[config.mk]
export PLATFORM = sky130hd
export DESIGN_NAME = priority_bitmap_ready_scheduler_unit_flat
export DESIGN_NICKNAME = d
export VERILOG_FILES = /design/src/hw/rtl/pbrs_pkg.sv /design/src/hw/rtl/pbrs_if.sv /design/src/hw/rtl/priority_bitmap_ready_scheduler_unit.sv /design/src/flat_wrapper.sv
export SDC_FILE = /design/constraint.sdc
export NUM_CORES = 2
export LEC_CHECK = 0
export BUFFER_PORTS_ARGS = -buffer_cell sky130_fd_sc_hd__buf_2
export CAP_MARGIN = 20
export CORE_MARGIN = 2
export CORE_UTILIZATION = 45
export DETAILED_ROUTE_END_ITERATION = 7
export PLACE_DENSITY = 0.59
export SETUP_SLACK_MARGIN = 0.4
export SLEW_MARGIN = 20
export SYNTH_ARGS = -nofsm -noshare
export SYNTH_HDL_FRONTEND = slang
export SYNTH_SLANG_ARGS = --single-unit
[constraint.sdc]
create_clock -name clk -period 7.1 [get_ports clk]
set_input_delay 0.71 -clock clk [delete_from_list [all_inputs] [get_ports clk]]
set_output_delay 0.71 -clock clk [all_outputs]
set_load 0.05 [all_outputs]
[src/hw/rtl/pbrs_pkg.sv]
`default_nettype none
package pbrs_pkg;

  localparam int PRIO_LEVELS = 32;
  localparam int MAX_THREADS = 32;

  localparam int ID_W = 5;
  localparam int PRIO_W = 5;
  localparam int LINK_W = 6;
  localparam int MASK_W = 32;
  localparam int SLOTS = 32;

  localparam logic [LINK_W-1:0] LINK_NONE = 6'd63;

  localparam logic [1:0] MODE_INSERT = 2'd0;
  localparam logic [1:0] MODE_REMOVE = 2'd1;
  localparam logic [1:0] MODE_SCHEDULE = 2'd2;
  localparam logic [1:0] MODE_START = 2'd3;

  localparam logic [1:0] STATUS_OK = 2'd0;
  localparam logic [1:0] STATUS_NONE_READY = 2'd1;
  localparam logic [1:0] STATUS_INSERT_IGNORED = 2'd2;
  localparam logic [1:0] STATUS_REMOVE_IGNORED = 2'd3;

  typedef logic [LINK_W-1:0] link_t;

  function automatic logic [PRIO_W-1:0] lowest_set(input logic [MASK_W-1:0] m);
    logic [PRIO_W-1:0] n;
    n = PRIO_W'(MASK_W - 1);
    for (int i = MASK_W - 1; i >= 0; i--) begin
      if (m[i]) begin
        n = PRIO_W'(i);
      end
    end
    return n;
  endfunction

endpackage
`default_nettype wire

[src/hw/rtl/pbrs_if.sv]
`default_nettype none
interface pbrs_req_if;
  logic valid;
  logic ready;
  logic [1:0] mode;
  logic [pbrs_pkg::ID_W-1:0] thread_id;
  logic [pbrs_pkg::PRIO_W-1:0] thread_priority;

  modport source (output valid, mode, thread_id, thread_priority, input ready);
  modport sink (input valid, mode, thread_id, thread_priority, output ready);
endinterface

interface pbrs_rsp_if;
  logic valid;
  logic ready;
  logic [1:0] status;
  logic switched;
  logic has_from;
  logic [pbrs_pkg::ID_W-1:0] from_id;
  logic [pbrs_pkg::ID_W-1:0] to_id;
  logic [pbrs_pkg::PRIO_W-1:0] active_level;
  logic [pbrs_pkg::MASK_W-1:0] ready_mask;

  modport source (output valid, status, switched, has_from, from_id, to_id,
                  active_level, ready_mask, input ready);
  modport sink (input valid, status, switched, has_from, from_id, to_id,
                active_level, ready_mask, output ready);
endinterface
`default_nettype wire

[src/hw/rtl/priority_bitmap_ready_scheduler_unit.sv]
// Ready queue of a hardware RTOS scheduler: one FIFO of thread ids per
// priority level, kept as linked lists, and a bitmap of nonempty levels.
// Requests arrive on req as beats of mode, thread_id and thread_priority:
// insert, remove, schedule or start. Every request gives exactly one beat on
// rsp with a status, the switch report and the bitmap after the request.
// A request beat is held in an input register, where the link update or the
// priority encode of the bitmap is worked out, and its result is written to
// the output register when that register is empty or its beat is taken. One
// request is taken in every cycle while rsp keeps up; the rate is set by the
// single pass through the link tables between the two registers.
// Reset empties every level, clears the bitmap and leaves no current thread.
// When the receiver stalls, the result stays in the output register and one
// more request may wait in the input register; req.ready then falls until
// the result beat is taken.
`default_nettype none
module priority_bitmap_ready_scheduler_unit (
  input wire logic clk,
  input wire logic rst,
  pbrs_req_if.sink req,
  pbrs_rsp_if.source rsp
);

  logic s_valid;
  logic [1:0] s_mode;
  logic [pbrs_pkg::ID_W-1:0] s_id;
  logic [pbrs_pkg::PRIO_W-1:0] s_prio;

  pbrs_pkg::link_t next_link [pbrs_pkg::SLOTS];
  pbrs_pkg::link_t prev_link [pbrs_pkg::SLOTS];
  logic [pbrs_pkg::SLOTS-1:0] is_queued;
  logic [pbrs_pkg::PRIO_W-1:0] queued_priority [pbrs_pkg::SLOTS];
  pbrs_pkg::link_t level_head [pbrs_pkg::SLOTS];
  pbrs_pkg::link_t level_tail [pbrs_pkg::SLOTS];
  logic [pbrs_pkg::MASK_W-1:0] ready_bitmap;
  pbrs_pkg::link_t current_id;
  logic [pbrs_pkg::PRIO_W-1:0] current_level;

  logic fire;
  logic id_ok;
  logic [pbrs_pkg::PRIO_W-1:0] prio_sat;
  logic [pbrs_pkg::PRIO_W-1:0] rem_lv;
  pbrs_pkg::link_t rem_p;
  pbrs_pkg::link_t rem_n;
  pbrs_pkg::link_t ins_tail;
  logic [pbrs_pkg::PRIO_W-1:0] sched_lv;
  pbrs_pkg::link_t sched_head;
  logic ins_ok;
  logic rem_ok;
  logic [1:0] status_c;
  logic switched_c;
  logic has_from_c;
  logic [pbrs_pkg::ID_W-1:0] from_c;
  logic [pbrs_pkg::ID_W-1:0] to_c;
  logic [pbrs_pkg::MASK_W-1:0] ready_bitmap_next;
  pbrs_pkg::link_t current_id_next;
  logic [pbrs_pkg::PRIO_W-1:0] current_level_next;

  assign fire = s_valid && (!rsp.valid || rsp.ready);
  assign req.ready = !s_valid || fire;

  assign id_ok = {1'b0, s_id} < (pbrs_pkg::ID_W + 1)'(pbrs_pkg::MAX_THREADS);
  assign prio_sat = ({1'b0, s_prio} >= (pbrs_pkg::PRIO_W + 1)'(pbrs_pkg::PRIO_LEVELS)) ?
                    pbrs_pkg::PRIO_W'(pbrs_pkg::PRIO_LEVELS - 1) : s_prio;
  assign rem_lv = queued_priority[s_id];
  assign rem_p = prev_link[s_id];
  assign rem_n = next_link[s_id];
  assign ins_tail = level_tail[prio_sat];
  assign sched_lv = pbrs_pkg::lowest_set(ready_bitmap);
  assign sched_head = level_head[sched_lv];

  always_comb begin
    status_c = pbrs_pkg::STATUS_OK;
    switched_c = 1'b0;
    has_from_c = 1'b0;
    from_c = '0;
    to_c = '0;
    ins_ok = 1'b0;
    rem_ok = 1'b0;
    ready_bitmap_next = ready_bitmap;
    current_id_next = current_id;
    current_level_next = current_level;
    case (s_mode)
      pbrs_pkg::MODE_INSERT: begin
        if (!id_ok || is_queued[s_id]) begin
          status_c = pbrs_pkg::STATUS_INSERT_IGNORED;
        end else begin
          ins_ok = 1'b1;
          ready_bitmap_next = ready_bitmap | (pbrs_pkg::MASK_W'(1) << prio_sat);
        end
      end
      pbrs_pkg::MODE_REMOVE: begin
        if (!id_ok || !is_queued[s_id]) begin
          status_c = pbrs_pkg::STATUS_REMOVE_IGNORED;
        end else begin
          rem_ok = 1'b1;
          if (rem_p == pbrs_pkg::LINK_NONE && rem_n == pbrs_pkg::LINK_NONE) begin
            ready_bitmap_next = ready_bitmap & ~(pbrs_pkg::MASK_W'(1) << rem_lv);
          end
        end
      end
      default: begin
        if (ready_bitmap == '0) begin
          status_c = pbrs_pkg::STATUS_NONE_READY;
        end else if (s_mode == pbrs_pkg::MODE_START) begin
          current_id_next = sched_head;
          switched_c = 1'b1;
          to_c = sched_head[pbrs_pkg::ID_W-1:0];
        end else if (sched_head != current_id) begin
          if (current_id != pbrs_pkg::LINK_NONE) begin
            has_from_c = 1'b1;
            from_c = current_id[pbrs_pkg::ID_W-1:0];
          end
          current_level_next = sched_lv;
          current_id_next = sched_head;
          switched_c = 1'b1;
          to_c = sched_head[pbrs_pkg::ID_W-1:0];
        end
      end
    endcase
  end

  always_ff @(posedge clk) begin
    if (rst) begin
      s_valid <= 1'b0;
      rsp.valid <= 1'b0;
      for (int i = 0; i < pbrs_pkg::SLOTS; i++) begin
        next_link[i] <= pbrs_pkg::LINK_NONE;
        prev_link[i] <= pbrs_pkg::LINK_NONE;
        level_head[i] <= pbrs_pkg::LINK_NONE;
        level_tail[i] <= pbrs_pkg::LINK_NONE;
      end
      is_queued <= '0;
      ready_bitmap <= '0;
      current_id <= pbrs_pkg::LINK_NONE;
      current_level <= pbrs_pkg::PRIO_W'(pbrs_pkg::PRIO_LEVELS - 1);
    end else begin
      if (req.valid && req.ready) begin
        s_valid <= 1'b1;
        s_mode <= req.mode;
        s_id <= req.thread_id;
        s_prio <= req.thread_priority;
      end else if (fire) begin
        s_valid <= 1'b0;
      end

      if (fire) begin
        rsp.valid <= 1'b1;
        rsp.status <= status_c;
        rsp.switched <= switched_c;
        rsp.has_from <= has_from_c;
        rsp.from_id <= from_c;
        rsp.to_id <= to_c;
        rsp.active_level <= current_level_next;
        rsp.ready_mask <= ready_bitmap_next;
        ready_bitmap <= ready_bitmap_next;
        current_id <= current_id_next;
        current_level <= current_level_next;
      end else if (rsp.ready) begin
        rsp.valid <= 1'b0;
      end

      if (fire && ins_ok) begin
        if (ready_bitmap[prio_sat]) begin
          next_link[ins_tail[pbrs_pkg::ID_W-1:0]] <= pbrs_pkg::link_t'(s_id);
          prev_link[s_id] <= ins_tail;
        end else begin
          level_head[prio_sat] <= pbrs_pkg::link_t'(s_id);
          prev_link[s_id] <= pbrs_pkg::LINK_NONE;
        end
        next_link[s_id] <= pbrs_pkg::LINK_NONE;
        level_tail[prio_sat] <= pbrs_pkg::link_t'(s_id);
        is_queued[s_id] <= 1'b1;
        queued_priority[s_id] <= prio_sat;
      end

      if (fire && rem_ok) begin
        if (rem_p == pbrs_pkg::LINK_NONE) begin
          level_head[rem_lv] <= rem_n;
        end else begin
          next_link[rem_p[pbrs_pkg::ID_W-1:0]] <= rem_n;
        end
        if (rem_n == pbrs_pkg::LINK_NONE) begin
          level_tail[rem_lv] <= rem_p;
        end else begin
          prev_link[rem_n[pbrs_pkg::ID_W-1:0]] <= rem_p;
        end
        next_link[s_id] <= pbrs_pkg::LINK_NONE;
        prev_link[s_id] <= pbrs_pkg::LINK_NONE;
        is_queued[s_id] <= 1'b0;
      end
    end
  end

endmodule
`default_nettype wire

[src/flat_wrapper.sv]
// flat-port wrapper written by rule: the top's interface ports become plain ports
module priority_bitmap_ready_scheduler_unit_flat 
  (clk, rst, req_valid, req_mode, req_thread_id, req_thread_priority, req_ready, rsp_valid, rsp_status, rsp_switched, rsp_has_from, rsp_from_id, rsp_to_id, rsp_active_level, rsp_ready_mask, rsp_ready);
  pbrs_req_if req_i ();
  pbrs_rsp_if rsp_i ();
  input wire logic clk;
  input wire logic rst;
  input wire logic [$bits(req_i.valid)-1:0] req_valid;
  input wire logic [$bits(req_i.mode)-1:0] req_mode;
  input wire logic [$bits(req_i.thread_id)-1:0] req_thread_id;
  input wire logic [$bits(req_i.thread_priority)-1:0] req_thread_priority;
  output wire logic [$bits(req_i.ready)-1:0] req_ready;
  output wire logic [$bits(rsp_i.valid)-1:0] rsp_valid;
  output wire logic [$bits(rsp_i.status)-1:0] rsp_status;
  output wire logic [$bits(rsp_i.switched)-1:0] rsp_switched;
  output wire logic [$bits(rsp_i.has_from)-1:0] rsp_has_from;
  output wire logic [$bits(rsp_i.from_id)-1:0] rsp_from_id;
  output wire logic [$bits(rsp_i.to_id)-1:0] rsp_to_id;
  output wire logic [$bits(rsp_i.active_level)-1:0] rsp_active_level;
  output wire logic [$bits(rsp_i.ready_mask)-1:0] rsp_ready_mask;
  input wire logic [$bits(rsp_i.ready)-1:0] rsp_ready;
  assign req_i.valid = req_valid;
  assign req_i.mode = req_mode;
  assign req_i.thread_id = req_thread_id;
  assign req_i.thread_priority = req_thread_priority;
  assign req_ready = req_i.ready;
  assign rsp_valid = rsp_i.valid;
  assign rsp_status = rsp_i.status;
  assign rsp_switched = rsp_i.switched;
  assign rsp_has_from = rsp_i.has_from;
  assign rsp_from_id = rsp_i.from_id;
  assign rsp_to_id = rsp_i.to_id;
  assign rsp_active_level = rsp_i.active_level;
  assign rsp_ready_mask = rsp_i.ready_mask;
  assign rsp_i.ready = rsp_ready;
  priority_bitmap_ready_scheduler_unit u_core (.clk(clk), .rst(rst), .req(req_i), .rsp(rsp_i));
endmodule
**After elaboration in Yosys (flattened, before gate mapping)**

Memory sizes are Yosys's and may differ from the RTL's. A register that Yosys moved wholly into a read port is not among the register bits.
Index checks and enable logic that the tools add are counted.

- Flip-flop bits (word level): 140
- Latch bits: 0
- Memory bits (writable): 928
- Bits in read-only memories: 0
- Input bits: 16
- Output and inout bits: 53
- Memories: 5

- $add $sub $neg: 0
- Multiply operators: 0
- Div/mod/pow operators: 0
- Order comparisons: 3
- Equality and inequality tests: 8
- Shift operators: 2
- Mux-type cells: 133
- Bitwise gates (word level): 20
- Reduce and logical (&&, ||, !) cells: 31

Memories:

| memory | words | bits a word | read ports | clocked after Yosys merged registers in | write ports | RTL line | RTL |
|---|---|---|---|---|---|---|---|
| u_core.level_head | 32 | 6 | 1 | 0 | 32 | priority_bitmap_ready_scheduler_unit.sv:32 | `pbrs_pkg::link_t level_head [pbrs_pkg::SLOTS];` |
| u_core.level_tail | 32 | 6 | 1 | 1 | 32 | priority_bitmap_ready_scheduler_unit.sv:33 | `pbrs_pkg::link_t level_tail [pbrs_pkg::SLOTS];` |
| u_core.next_link | 32 | 6 | 1 | 1 | 32 | priority_bitmap_ready_scheduler_unit.sv:28 | `pbrs_pkg::link_t next_link [pbrs_pkg::SLOTS];` |
| u_core.prev_link | 32 | 6 | 1 | 1 | 32 | priority_bitmap_ready_scheduler_unit.sv:29 | `pbrs_pkg::link_t prev_link [pbrs_pkg::SLOTS];` |
| u_core.queued_priority | 32 | 5 | 1 | 1 | 1 | priority_bitmap_ready_scheduler_unit.sv:31 | `logic [pbrs_pkg::PRIO_W-1:0] queued_priority [pbrs_pkg::SLOTS];` |

Operator list:

| operator | number |
|---|---|
| two-way mux 5 bit | 49 |
| two-way mux 32 bit | 6 |
| two-way mux 6 bit | 14 |
| bitwise AND 32 bit | 2 |
| NOT 32 bit | 2 |
| bitwise OR 32 bit | 2 |
| one-hot mux 32 bit (2 select lines) | 1 |
| left shift 1 x 5 -> 32 bit, first input constant | 2 |
| OR reduction 6 bit | 10 |
| two-way mux 1 bit | 57 |
| logical NOT 32 bit | 1 |
| equality test 6 bit, second input constant | 2 |
| less-than comparator 5 x 6 -> 1 bit, second input constant | 2 |
| binary-select mux 1 bit (select 5 bit) | 2 |
| equality test 5 bit | 2 |
| NOT 1 bit | 7 |
| logical AND 1 bit | 6 |
| inequality test 6 bit | 1 |
| inequality test 6 bit, second input constant | 1 |
| nonzero test 2 bit | 3 |
| demux 1 bit (select 5 bit) | 1 |
| >= comparator 5 x 1 -> 1 bit, second input constant | 1 |
| OR reduction 5 bit | 1 |
| bitwise AND 1 bit | 4 |
| other kinds (12) | 18 |

**Longest topological paths before layout**

An unclocked memory read counts as a cell.

- Depth after elaboration: 37
- Gate-level depth with buffers: 17
- Depth with buffers taken out: 12

**Least setup slack after synthesis**

No wires, ideal clock.

- Path kind: input to register
- Start: input port rst
- End: memory u_core.level_tail[10][0] in the netlist's numbering (enable)
- Setup time: 377 ps
- Data arrival time: 4267 ps
- Required time: 6723 ps
- Path slack: 2455 ps
- Cell stages on the path: 11
- Path buffers: 4
- Cell sequence: clkbuf_1 -> inv_1 -> clkbuf_1 -> nand2_1 -> inv_1 -> nand3b_1 -> o22a_1 -> or2_1 -> clkbuf_1 -> clkbuf_1 -> o21ai_0

RTL lines:

| element | RTL line | RTL |
|---|---|---|
| start, declared | flat_wrapper.sv:7 | `input wire logic rst;` |
| end, declared | priority_bitmap_ready_scheduler_unit.sv:33 |  |

**Worst setup path after layout**

- Start: register u_core.ready_bitmap[0] in the netlist's numbering
- End: register u_core.rsp.from_id[4] (data pin)

- Longest elaborated chain between the ends: 5

Ends and longest elaborated chain:

| element | RTL line | RTL |
|---|---|---|
| start, declared | priority_bitmap_ready_scheduler_unit.sv:34 | `logic [pbrs_pkg::MASK_W-1:0] ready_bitmap;` |
| start signal, assigned | priority_bitmap_ready_scheduler_unit.sv:155 | `ready_bitmap <= ready_bitmap_next;` |
| two-way mux 5 bit | pbrs_pkg.sv:31 | `if (m[i]) begin` |
| memory read (32 x 6 bit) | - |  |
| inequality test 6 bit | priority_bitmap_ready_scheduler_unit.sv:108 | `end else if (sched_head != current_id) begin` |
| NOT 1 bit (no line) | - |  |
| OR reduction 6 bit (no line) (*) | - |  |
| end signal, assigned | priority_bitmap_ready_scheduler_unit.sv:151 | `rsp.from_id <= from_c;` |
| end, declared | pbrs_if.sv:24 | `modport source (output valid, status, switched, has_from, from_id, to_id,` |

Every way passes the cells marked *; elsewhere a longest branch is shown, timed or not.
A chain may end at the register's enable or synchronous reset.

==> flow_summary.ini <==
[logic_synthesis]
yosysTopAreaCell = edfxtp_1
async_flop_share_pct = 0
synth-compound-area-share_pct = 9.304
synth_mux_area_share_pct = 15.85
synth_top_family_by_area = multiplexers
syn_inst = 4058
yosys.area_share.adder_pct = 0.07457
synth_area_leaders = edfxtp_1, mux4_2, dfxtp_1
synth_xor_area_share_pct = 0.1914
avgSynthCellArea_sq_um = 12.40
synthesis.area_sq_mm = 0.05033
ys_types = 87
syn_nets = 4077
synth_edf_count = 799
yosys_warnings = 0
yosys.area.top_type_share_pct = 47.67
synth_simple_gate_area_share_pct = 13.13
synth-seq-cells = 1078
synthFlopType = edfxtp_1
ys_seq_area_share_pct = 58.77

[route]
dr.pass1.iters = 8
antenna_left = 0
num_vias = 34630
drc = 5
drt-initial-drc-count = 3961
wl_per_cell_microns = 26.33
via_per_inst = 6.180
drt_wl_total_microns = 147500

[power_and_ir_drop]
seqPwrFrac_pct = 51.3
switching_power_mw = 3.046
ir_drop_v = 0.0001871
powerDensity_mw_per_mm2 = 237.0
internal-power_mw = 10.23
p_comb_share_pct = 5.2
leakagePower_nw = 16.07
clkPwrFrac_pct = 43.4
swShare_pct = 22.94

[critical_path]
cp-start-kind = flop
required_ps = 7680
worstPathMaxFanout = 60
cp.arrival_ps = 6310
setup.worst_path.end_class = flop
cpMostUsedCell = nor4_1
cp_slowest_cell = nand2_4
critPathBufInv = 0
critPathTopFamily = simple AND/OR/NAND/NOR gates
crit_chain = or4_1 > nor3_2 > o2111ai_4 > nand2_4 > mux2_2 > a222oi_1 > a22oi_1 > o21a_1 > o211ai_1 > nor4_1 > nor4_1 > and2_1
slowest_delay_ps = 890
worstSetupPathType = reg -> reg

[floorplan]
die_area_sq_mm = 0.1145
core_area_sq_mm = 0.1108
start_util_pct = 45.42
dieHeight_microns = 338.4
die_w_microns = 338.4
row_count = 122
io_pins = 69

[timing]
setup_viol = 0
fin_crit_sh_pct = 80.64
worst_pin_slew_ps = 1126
drv_slew = 0
fin_tns_setup_ps = 0
max_freq_mhz = 174.7
timing_hold_violations_final = 0
slew_headroom_pct = 24.68
rsz0062_at_grt = false
fin_skew_ps = 43.00
finalCriticalPeriod_ps = 5726

[cts]
cts-root-buf = clkbuf_16
cts_tree = built
clkTransAtPathRegs_ps = 60
clock_latency_ps = 720
cts.hold.buffers_added = 0
clockBufferDepth = 3
cts_resized = 0
cts_buffers = 112
cts.sink_count = 1078
htree_levels = 3
postCtsSetupRepairBufs = 0

[layout]
layout-drive-gt1-share_pct = 19.56
fill_cells = 9629
fin_area_sq_mm = 0.05602
syn2layout_area_growth_pct = 11.30
final_nets = 4037

[placement]
io_buffers = 68
place_hpwl_microns = 97730
gp_congestion = 0.9077
postPlaceCellArea_sq_mm = 0.05229

[run]
drv_cap = 0

[global_routing]
grt_pass1_wl_microns = 220400
grt_pass1_vias = 33070
grt_max_degree = 202
grt_use_total_pct = 25.34
antenna_found_initial = 7
gr-total-overflow = 0

[status]
violations = design-rule violations
status = complete, but fails checks

[worst_hold_path]
worstHoldPathType = in -> reg
[kinds of logic (layout without fill, tap and decap cells)]
kind of cell | count (synthesis) | count (layout)
AO/OA/AOI/OAI | 689 | 689
multiplexers | 452 | 452
buffers and inverters | 336 | 393
XOR/XNOR | 11 | 11
adder cells (fa/ha/maj) | 3 | 3
flip-flops | 1078 | 1078
other | 0 | 1
AND/OR/NAND/NOR | 1489 | 1489
[layout by cell type, fill, tap and decap left out, types with 19 or more instances in the layout]
master,Yosys,final
a211oi_1,36,35
dfxtp_1,279,273
nand2b_1,25,25
clkbuf_16,0,113
nand3_1,51,51
nor3_1,68,64
mux2i_1,45,42
clkbuf_1,249,37
a22oi_1,195,194
mux2_2,123,123
a21o_1,46,46
nor2_2,8,19
buf_2,29,68
a22o_1,41,41
and2_1,39,39
nand2_1,746,745
a31oi_1,21,21
inv_1,23,21
or3_1,72,72
o21ai_0,177,177
nor2_1,354,343
edfxtp_1,799,799
buf_4,11,79
a21oi_1,78,64
mux4_2,259,259
[power by group through the flow]
stage / clock [mW] / sequential [mW] / combinational (mW)
2_1_floorplan: 0 / 6.93 / 0.457
6_report: 5.77 / 6.82 / 0.693
5_1_grt: 6.07 / 6.82 / 0.730
3_3_place_gp: 0 / 6.95 / 0.677
3_5_place_dp: 0 / 6.95 / 0.684
4_1_cts: 5.84 / 6.82 / 0.685
[sequential cells by signal (all words and copies together), names as in the netlist, 2 cells and up, named ones only]
register and cells:
u_core.rsp.active_level 5, u_core.queued_priority 160, u_core.ready_bitmap 32, u_core.next_link 192, u_core.current_level 5, u_core.prev_link 192, u_core.rsp.to_id 5, u_core.rsp.from_id 5
u_core.is_queued 32, u_core.current_id 6, u_core.s_id 5, u_core.rsp.ready_mask 32, u_core.rsp.status 2, u_core.level_tail 192, u_core.level_head 192, u_core.prio_sat 5
u_core.s_mode 2
[cells in the mapped netlist (29+ instances only)]
library cell  number
a211oi_1          36
a21o_1            46
a21oi_1           78
a22o_1            41
a22oi_1          195
and2_1            39
buf_2             29
clkbuf_1         249
dfxtp_1          279
edfxtp_1         799
mux2_2           123
mux2i_1           45
mux4_2           259
nand2_1          746
nand3_1           51
nor2_1           354
nor3_1            68
o21ai_0          177
or3_1             72
[per-layer routing]
layer / wire length, microns / vias up / global-route usage, %
met2: 67580 / 1728 / 38.98
met1: 63250 / 17470 / 37.27
met4: 3410 / 10 / 6.815
li1: - / 15200 / -
met5: 56 / - / 0
met3: 13230 / 230 / 4.251
[final timing paths]
kind	from	end	slack, ps	depth (start not counted)
setup / recovery	u_core.ready_bitmap[0]$_SDFFE_PP0P_	u_core.rsp.from_id[4]$_SDFFCE_PP0P_	1370	12
hold / removal	req_mode[0]	u_core.s_mode[0]$_DFFE_PP_	190	1
setup reg to reg	u_core.ready_bitmap[0]$_SDFFE_PP0P_	u_core.rsp.from_id[4]$_SDFFCE_PP0P_	1370	12
hold reg to reg	u_core.current_level[3]$_SDFFE_PP1P_	u_core.current_level[3]$_SDFFE_PP1P_	490	2
[through the flow]
step / utilization, % / hold slack, ps / worst slack, ps / instances / power, mW
after global routing: 50.55 / 172.6 / 849.5 / 5603 / 13.62
after floorplan: - / 464.4 / 2455 / 4058 / 7.384
after CTS: 50.41 / 152.0 / 986.7 / 5597 / 13.34
final: 50.55 / 185.3 / 1374 / 5604 / 13.28
after detailed placement: 47.19 / 489.6 / 1005 / 5386 / 7.638
after global placement: 47.12 / 495.0 / 1125 / 5384 / 7.630
[final cells by class]
class | instances | area, sq um | share of cell area [%]
clock inverter | 49 | 446.7 | 0.7973
tap | 1488 | 1862 | 3.323
multi-input combinational | 2644 | 19720 | 35.20
inverter | 24 | 90.09 | 0.1608
timing repair buffer | 158 | 1180 | 2.106
clock buffer | 162 | 3126 | 5.579
sequential | 1078 | 29590 | 52.82
antenna | 1 | 2.502 | 0.004467
Note: power is estimated with default switching activity, not from simulation.
